`src/rtl/assert_macros.svh`:
```
// Assertion helpers included by the RTL datapath.
`ifndef ASSERT_MACROS_SVH
`define ASSERT_MACROS_SVH

// The property must hold at every clock edge outside reset.
`define ASSERT_CLK(label, clk, rstn, prop, msg) \
    label: assert property (@(posedge clk) disable iff (!rstn) (prop)) else $error(msg);

// The property must hold at every clock edge, including reset.
`define ASSERT_ALWAYS(label, clk, prop, msg) \
    label: assert property (@(posedge clk) (prop)) else $error(msg);

`endif

```
`src/rtl/pat_pkg.sv`:
```
`default_nettype none
package pat_pkg;

    localparam int unsigned IMP_W   = 15;
    localparam int unsigned CNT_W   = 32;
    localparam int unsigned MODE_W  = 3;
    localparam int unsigned SLICE_W = 16;

    localparam logic [IMP_W-1:0] IMP_MAX = 15'h7FFF;

    typedef enum logic [3:0] {
        OP_ALLOC   = 4'd0,
        OP_THINK   = 4'd1,
        OP_INFER   = 4'd2,
        OP_LEARN   = 4'd3,
        OP_UPDATE  = 4'd4,
        OP_DECAY   = 4'd5,
        OP_STATS   = 4'd6,
        OP_FINDMAX = 4'd7,
        OP_SPREAD  = 4'd8,
        OP_BOOST   = 4'd9,
        OP_SLEEP   = 4'd10,
        OP_RESUME  = 4'd11,
        OP_QUERY   = 4'd12
    } op_t;

    localparam logic [1:0] ST_OK   = 2'd0;
    localparam logic [1:0] ST_FULL = 2'd1;
    localparam logic [1:0] ST_BAD  = 2'd2;

    localparam logic [MODE_W-1:0] MODE_IDLE      = 3'd0;
    localparam logic [MODE_W-1:0] MODE_THINKING  = 3'd1;
    localparam logic [MODE_W-1:0] MODE_REASONING = 3'd2;
    localparam logic [MODE_W-1:0] MODE_WAITING   = 3'd4;

    localparam logic [1:0] CFG_SLICE_LONG  = 2'd0;
    localparam logic [1:0] CFG_SLICE_MID   = 2'd1;
    localparam logic [1:0] CFG_SLICE_SHORT = 2'd2;

    typedef enum logic [3:0] {
        S_IDLE,
        S_RD,      // read address presented
        S_WAIT,    // read data registering
        S_EXEC,    // compute and write single entry
        S_RD2,     // spread target read
        S_WAIT2,
        S_EXEC2,
        S_SWEEP,   // walk entries
        S_SWEND,
        S_OUT
    } state_t;

    // Controller commands to the datapath.
    typedef struct packed {
        logic load;       // capture input item
        logic rd_src;     // read at entry
        logic rd_tgt;     // read at target
        logic exec;       // apply single-entry op
        logic exec2;      // apply spread target write
        logic sw_start;   // reset sweep pointer and sums
        logic sw_step;    // issue read at sweep pointer
        logic out_load;   // register result
    } pat_cmd_t;

    // Datapath status to the controller.
    typedef struct packed {
        logic sw_last;    // last sweep read issued
        logic sw_empty;   // nothing to sweep
        logic need_read;  // op touches an allocated entry
        logic need_tgt;   // spread will write target
        logic is_sweep;
    } pat_sts_t;

endpackage
`default_nettype wire

```
`src/rtl/pat_ctrl.sv`:
```
`default_nettype none
module pat_ctrl (
    input  wire logic            aclk,
    input  wire logic            aresetn,
    input  wire logic            s_tvalid,
    output logic                 s_tready,
    output logic                 m_tvalid,
    input  wire logic            m_tready,
    input  wire pat_pkg::pat_sts_t sts,
    output pat_pkg::pat_cmd_t    cmd
);
    import pat_pkg::*;

    state_t state_reg, state_next;
    logic   mvalid_reg, mvalid_next;

    // State and output valid registers.
    always_ff @(posedge aclk) begin
        if (!aresetn) begin
            state_reg  <= S_IDLE;
            mvalid_reg <= 1'b0;
        end else begin
            state_reg  <= state_next;
            mvalid_reg <= mvalid_next;
        end
    end

    assign m_tvalid = mvalid_reg;
    assign s_tready = (state_reg == S_IDLE) && !mvalid_reg;

    // Next state and commands.
    always_comb begin
        state_next  = state_reg;
        mvalid_next = mvalid_reg && !m_tready;
        cmd         = '0;
        case (state_reg)
            S_IDLE: begin
                if (s_tvalid && s_tready) begin
                    cmd.load   = 1'b1;
                    state_next = S_RD;
                end
            end
            S_RD: begin
                if (sts.is_sweep) begin
                    cmd.sw_start = 1'b1;
                    state_next   = sts.sw_empty ? S_OUT : S_SWEEP;
                end else if (sts.need_read) begin
                    cmd.rd_src = 1'b1;
                    state_next = S_WAIT;
                end else begin
                    state_next = S_EXEC;
                end
            end
            S_WAIT:  state_next = S_EXEC;
            S_EXEC: begin
                cmd.exec   = 1'b1;
                state_next = sts.need_tgt ? S_RD2 : S_OUT;
            end
            S_RD2: begin
                cmd.rd_tgt = 1'b1;
                state_next = S_WAIT2;
            end
            S_WAIT2: state_next = S_EXEC2;
            S_EXEC2: begin
                cmd.exec2  = 1'b1;
                state_next = S_OUT;
            end
            S_SWEEP: begin
                cmd.sw_step = 1'b1;
                if (sts.sw_last) state_next = S_SWEND;
            end
            S_SWEND: begin
                cmd.sw_step = 1'b0;
                state_next  = S_OUT;
            end
            S_OUT: begin
                cmd.out_load = 1'b1;
                mvalid_next  = 1'b1;
                state_next   = S_IDLE;
            end
            default: state_next = S_IDLE;
        endcase
    end
endmodule
`default_nettype wire

```
`config.mk`:
```
export PLATFORM = sky130hd
export DESIGN_NAME = pat_ctrl
export DESIGN_NICKNAME = d
export VERILOG_FILES = /design/src/rtl/assert_macros.svh /design/src/rtl/pat_pkg.sv /design/src/rtl/pat_ctrl.sv
export SDC_FILE = /design/constraint.sdc
export NUM_CORES = 1
export LEC_CHECK = 0
export ABC_AREA = 1
export BUFFER_PORTS_ARGS = -buffer_cell sky130_fd_sc_hd__buf_2
export CAP_MARGIN = 10
export CELL_PAD_IN_SITES_DETAIL_PLACEMENT = 0
export CELL_PAD_IN_SITES_GLOBAL_PLACEMENT = 1
export CORE_MARGIN = 2
export CORE_UTILIZATION = 32
export CTS_BUF_LIST = sky130_fd_sc_hd__clkbuf_8
export CTS_CLUSTER_DIAMETER = 80
export DETAILED_ROUTE_END_ITERATION = 6
export PLACE_DENSITY = 0.77
export SETUP_SLACK_MARGIN = 0.02
export SYNTH_ARGS = -nofsm -noshare
export SYNTH_HDL_FRONTEND = slang
export SYNTH_SLANG_ARGS = --single-unit
export TNS_END_PERCENT = 5
```
`constraint.sdc`:
```
create_clock -name aclk -period 1.5 [get_ports aclk]
set_input_delay 0.075 -clock aclk [delete_from_list [all_inputs] [get_ports aclk]]
set_output_delay 0.075 -clock aclk [all_outputs]
set_load 0.1 [all_outputs]
```
==> results by group, run 1 <==
STA
  • RSZ-0062 raised after global routing: no
  • Slew margin rel.: 68.0%
  • Final worst slack: 0.108 ns
  • Final setup vio count: 0
  • Skew final: 0.00487 ns
  • Final worst-path cycle share: 92.8%
  • Final Max Slew Viols: 0
  • Hold Vio Cnt, Final: 0
  • Tightest Pin Transition: 0.484 ns
  • Fin Setup TNS: 0 ns
  • Final min period: 1.39 ns
  • Fin Hold WS: 0.140 ns
  • F_max: 719 MHz

Worst hold path
  • Critical hold path startpoint: m_tready
  • Hold Path Cell Cnt: 4
  • Hold Path End: m_tvalid
  • Min-delay worst type: input port to register

Route
  • Final wirelength: 1330 um
  • First-pass DRT Iterations: 3
  • Initial DRC count: 5
  • DRC viols: 0
  • Routed wire per std cell: 11.6 um
  • Post-DRT Antenna Nets: 0
  • Vias per cell: 4.63
  • Via count: 532

Logic synthesis
  • Area contributors post-synth: dfxtp_1 21%, nand2_1 10%, nor2_1 9.6%, nor2_4 9.6%, inv_1 8.8%
  • Distinct cells, synth: 17
  • Most instantiated cells after synthesis: 13 x nand2_1, 12 x nor2_1, 11 x inv_1, 7 x inv_2
  • Asr flop ratio synth: 0%
  • Post-synth top area cell: dfxtp_1
  • Mapped Area: 468 um2
  • Top cell type's share of synthesized area: 21.4%
  • Sequential cell area fraction in the yosys report: 21.4%
  • Post-synth EDFFs: 0
  • YS warnings: 0
  • Syn nets: 84
  • Most numerous cell in the Yosys netlist: nand2_1
  • Cells after Synth: 75
  • Flops & latches, synth: 5
  • Mapped Avg Cell Area: 6.24 um2
  • Synth Flop Type: dfxtp_1

Clock network
  • Clock root buffer: clkbuf_8
  • Worst-path clk slew: 0.04 ns
  • Clock Sinks: 5
  • CTS buffer count: 3
  • Hold buffer count at cts: 0
  • Clock Tree Buf Depth: 2
  • CTS tree: yes
  • Clock latency on the worst-skew pair: 0.23 ns
  • H-Tree Depth: 1

Cells and area
  • Ant. Diodes: 0
  • Fraction of layout cells with a size suffix above 1: 57.0%
  • Final core occ: 60.8%
  • Post-Layout Cell Count: 115
  • Area grow syn2layout: 73.3%
  • Finished Cell Area: 811 um2
  • Max reg flops: 4
  • Seq. cell area: 103 um2
  • Fillers: 135
  • Area of the multi-input gates: 342 um2
  • NumNets Final: 110

Global routing
  • First-pass GRT wire length: 2210 um
  • Largest net degree at the start of global routing: 7
  • Gr usage total: 17.2%
  • Vias in the first global route: 537
  • Initial antenna violation count: 0
  • GRT Residual Overflow: 0

Floorplan
  • Die ar.: 0.00178 mm2
  • Die Wd: 42.2 um
  • CORE AREA: 0.00133 mm2
  • Initial Util: 35.1%
  • Top Ports: 19
  • Die Y: 42.2 um
  • FP Rows: 13

Setup path
  • Buffers and inverters on the worst path: 1
  • Startpoint types: register
  • Crit-path cells: nor2_2 -> nand2_1 -> nor3b_4 -> buf_12
  • Reg2reg path depth: 7
  • Worst EP required: 1.42 ns
  • Crit path max fanout: 6
  • Crit. path cell count: 4
  • Cell family with most CP delay: simple AND/OR/NAND/NOR gates
  • R2R Path Start: state_reg[2]
  • R2r setup slk: 0.31 ns
  • Critical path endpoint category: output port
  • Crit path kind: register to output port
  • Worst path slowest cell: dfxtp_2
  • R2R Path End: state_reg[0]
  • CP arrival: 1.32 ns
  • Max incr delay on CP: 0.36 ns

Status
  • Outcome: finished clean

Job
  • Max-cap viol count: 0

Power and ir drop
  • Total power: 1.69 mW
  • Worst-case vdd ir drop: 0.714 mV
  • Power Dens Cells: 2090 mW/mm2
  • Leakage: 0.407 nW

Placement
  • RePlAce Congestion: 0.779
  • Post-DP HPWL: 1010 um
  • Setup WS pre-CTS: 0.204 ns
  • Port bufs: 18
  • Post-DP Area: 736 um2
  • Placed cells: 108
==> cell families after synthesis <==
| kind of cell | synth area share [%] |
|---|---|
| AND/OR/NAND/NOR | 52.1 |
| buffers and inverters | 14.4 |
| flip-flops | 21.4 |
| AO/OA/AOI/OAI | 12.0 |
==> metal layers <==
| layer | wire length [um] | part of all wire, % | GRT usage (%) |
|---|---|---|---|
| met1 | 563 | 42 | 18.1 |
| met3 | 51 | 3.8 | 4.31 |
| met2 | 680 | 51 | 28.9 |
| met5 | 0 | 0 | 0 |
| met4 | 38 | 2.9 | 13.1 |
==> report_power, final <==
| group | switching (mW) | internal [mW] |
|---|---|---|
| clock | 0.0753 | 0.176 |
| sequential | 0.0698 | 0.172 |
| combinational | 0.786 | 0.413 |
| total | 0.931 | 0.761 |
==> what timing repair did <==
action	in CTS	in global routing
buffers inserted	3	0
hold endpoints to repair	0	0
gates resized for setup	1	3
endpoints found under the setup margin	1	5
pin swaps	2	0
==> worst reg2reg max path, cell delays in order, from the launching register on <==
cell and delay (ns):
dfxtp_1 0.43, nand2_2 0.13, nor2_4 0.19, nand2_4 0.10, inv_2 0.08, nor2_4 0.04
nand2_2 0.07, a21oi_2 0.04
==> final cells by class <==
| type | instances | share of cell area [%] |
|---|---|---|
| inverter | 18 | 8.33 |
| clock inverter | 1 | 0.463 |
| sequential | 5 | 12.7 |
| timing repair buffer | 21 | 29.0 |
| multi-input combinational | 52 | 42.1 |
| tap | 15 | 2.31 |
| clock buffer | 3 | 5.09 |
==> how the worst max path moves through the flow <==
| stage | startpoint | slack (ns) | endpoint |
|---|---|---|---|
| finish | state_reg[0] | 0.11 | cmd[7] |
| global route | state_reg[0] | 0.03 | cmd[7] |
| CTS | state_reg[0] | 0.03 | cmd[6] |
| detailed placement | state_reg[1] | 0.20 | cmd[7] |
| global placement | state_reg[1] | 0.21 | cmd[7] |
| floorplan | m_tvalid | -0.23 | cmd[7] |
==> cells in the final DEF, fill, tap and decap left out <==
| cell | count |
|---|---|
| nand2_1 | 13 |
| inv_1 | 12 |
| nor2_1 | 9 |
| buf_2 | 9 |
| buf_12 | 8 |
| inv_2 | 7 |
| nor2_2 | 7 |
| nand2_2 | 5 |
| nor2_4 | 4 |
| nand3_1 | 4 |
| clkbuf_8 | 3 |
| dfxtp_1 | 3 |
| buf_4 | 3 |
| nor3_4 | 2 |
| a21oi_2 | 2 |
| dfxtp_2 | 2 |
| nor3b_4 | 1 |
| nand2_4 | 1 |
| o21ai_2 | 1 |
| a41oi_2 | 1 |
| o21ai_0 | 1 |
| a41oi_1 | 1 |
| clkbuf_4 | 1 |
No activity file was read; power rests on OpenSTA's default activity.
==> run 2: changes to the inputs <==
CORE_MARGIN = 3   (was 2)
CORE_UTILIZATION = 29   (was 32)
CTS_BUF_LIST = default   (was sky130_fd_sc_hd__clkbuf_8)
PLACE_DENSITY = 0.7   (was 0.77)
==> run 2 against run 1 <==
Against the previous run:
- non-clock buffer count is 3 lower
- global-route usage shrank 4.5 points
- critical path depth did not move
- maximum frequency is 3.9% lower
- final cell count fell by 2.6%
- design area fell by 3.7%
- sequential share of layout area rose by 0.81 points
- register-to-register slack hardly changed
- combinational power down 4%
- clock power is 37% lower
- total power shrank 7.7%
==> results by group, run 2 (synthesis results as in run 1) <==
Floorplan
  • Initial Util: 33.5%
  • CORE AREA: 0.00140 mm2
  • Die Wd: 46.2 um
  • Die Y: 46.2 um
  • FP Rows: 13
  • Die ar.: 0.00213 mm2
  • Top Ports: 19

Route
  • First-pass DRT Iterations: 4
  • Initial DRC count: 10
  • Via count: 502
  • Vias per cell: 4.48
  • Final wirelength: 1150 um
  • Routed wire per std cell: 10.3 um
  • Post-DRT Antenna Nets: 0
  • DRC viols: 0

Cells and area
  • Area grow syn2layout: 66.8%
  • Fraction of layout cells with a size suffix above 1: 57.7%
  • Final core occ: 55.8%
  • Finished Cell Area: 781 um2
  • NumNets Final: 107
  • Most frequent cells in the layout: 12 x nand2_1, 11 x inv_1, 9 x nor2_1, 9 x buf_2, 8 x buf_12
  • Leading cell type in the layout, fill and taps excluded: nand2_1
  • Max reg flops: 4
  • Ant. Diodes: 0
  • Post-Layout Cell Count: 112

STA
  • Skew final: 0.00783 ns
  • Tightest Pin Transition: 0.484 ns
  • Final setup vio count: 0
  • Fin Setup TNS: 0 ns
  • RSZ-0062 raised after global routing: yes
  • Final Max Slew Viols: 0
  • Slew margin rel.: 68.0%
  • Final min period: 1.45 ns
  • Hold Vio Cnt, Final: 0
  • Final worst slack: 0.0516 ns
  • F_max: 690 MHz
  • Final worst-path cycle share: 96.6%

Clock network
  • H-Tree Depth: 1
  • Clock root buffer: clkbuf_4
  • Clock Tree Buf Depth: 2
  • Clock Sinks: 5
  • Clock latency on the worst-skew pair: 0.25 ns
  • CTS tree: yes
  • Hold buffer count at cts: 0
  • Worst-path clk slew: 0.05 ns
  • CTS buffer count: 3

Setup path
  • Critical path endpoint category: output port
  • Crit path kind: register to output port
  • Worst EP required: 1.42 ns
  • CP arrival: 1.37 ns
  • Startpoint types: register
  • Crit path max fanout: 6

Global routing
  • First-pass GRT wire length: 1860 um
  • Largest net degree at the start of global routing: 7
  • Gr usage total: 12.7%
  • GRT Residual Overflow: 0
  • Vias in the first global route: 440
  • Initial antenna violation count: 0

Placement
  • Post-DP Area: 736 um2
  • Port bufs: 18
  • Setup WS pre-CTS: 0.205 ns
  • Post-DP HPWL: 1020 um
  • RePlAce Congestion: 0.809
  • Placed cells: 108

Power and ir drop
  • Leakage: 0.387 nW
  • Power Dens Cells: 2000 mW/mm2
  • Register share of total power: 16.5%
  • Worst-case vdd ir drop: 0.845 mV
  • Comb pwr share: 73.4%
  • Switching share of total power: 58.2%
  • Int Power: 0.653 mW
  • Clock power frac: 10.1%
  • Sw power: 0.908 mW

Job
  • Max-cap viol count: 0

Status
  • Outcome: finished clean

Worst hold path
  • Min-delay worst type: input port to register
==> run 2: timing repair <==
action                     4_1_cts  5_1_grt
setup endpoints to repair        4        5
setup buffers                    0        0
hold endpoints to repair         0        0
resized for setup                3        4
pin swaps                        1        0
==> run 2: final cells by class <==
| cell class | count | area [um2] |
|---|---|---|
| clock buffers | 3 | 22.5 |
| clock inverters | 1 | 5.00 |
| fillers | 132 | 618 |
| inverters | 18 | 67.6 |
| multi-input cells | 52 | 349 |
| flip-flops and latches | 5 | 105 |
| well taps | 15 | 18.8 |
| repair buffers | 18 | 213 |
==> run 2: metal layers <==
layer / GRT usage [%] / share of wire [%] / up-vias
met5: 0 / 0 / -
met4: 6.82 / 0 / 0
met3: 3.52 / 3.6 / 0
met2: 19.0 / 49 / 12
met1: 16.4 / 47 / 218
li1: - / - / 272
==> run 2: path summary, 6_finish.rpt <==
check | from | to | slack [ns] | depth (start not counted)
worst max-delay path | state_reg[3] | cmd[7] | 0.05 | 4
worst min-delay path | m_tready | m_tvalid | 0.12 | 4
worst max register to register | state_reg[2] | state_reg[0] | 0.31 | 7
worst min register to register | state_reg[2] | state_reg[1] | 0.68 | 4
==> run 2: stage by stage <==
step | total power, mW | hold slack [ns]
5_1_grt | 1.66 | 0.131
3_3_place_gp | 1.37 | 0.367
6_report | 1.56 | 0.115
3_5_place_dp | 1.38 | 0.373
2_1_floorplan | 1.05 | 0.259
4_1_cts | 1.56 | 0.105
==> run 2: worst max-delay path, stage by stage (launching register included) <==
cell	delay [ns]
dfxtp_1	0.36
nor2_4	0.22
nand2_2	0.13
nor3b_4	0.22
buf_12	0.20
==> run 2: power groups by stage <==
stage	combinational, mW	clock (mW)	sequential, mW
after floorplan	0.811	0	0.234
after global routing	1.21	0.180	0.265
after global placement	1.14	0	0.234
after detailed placement	1.14	0	0.241
final	1.15	0.158	0.258
after CTS	1.15	0.167	0.245
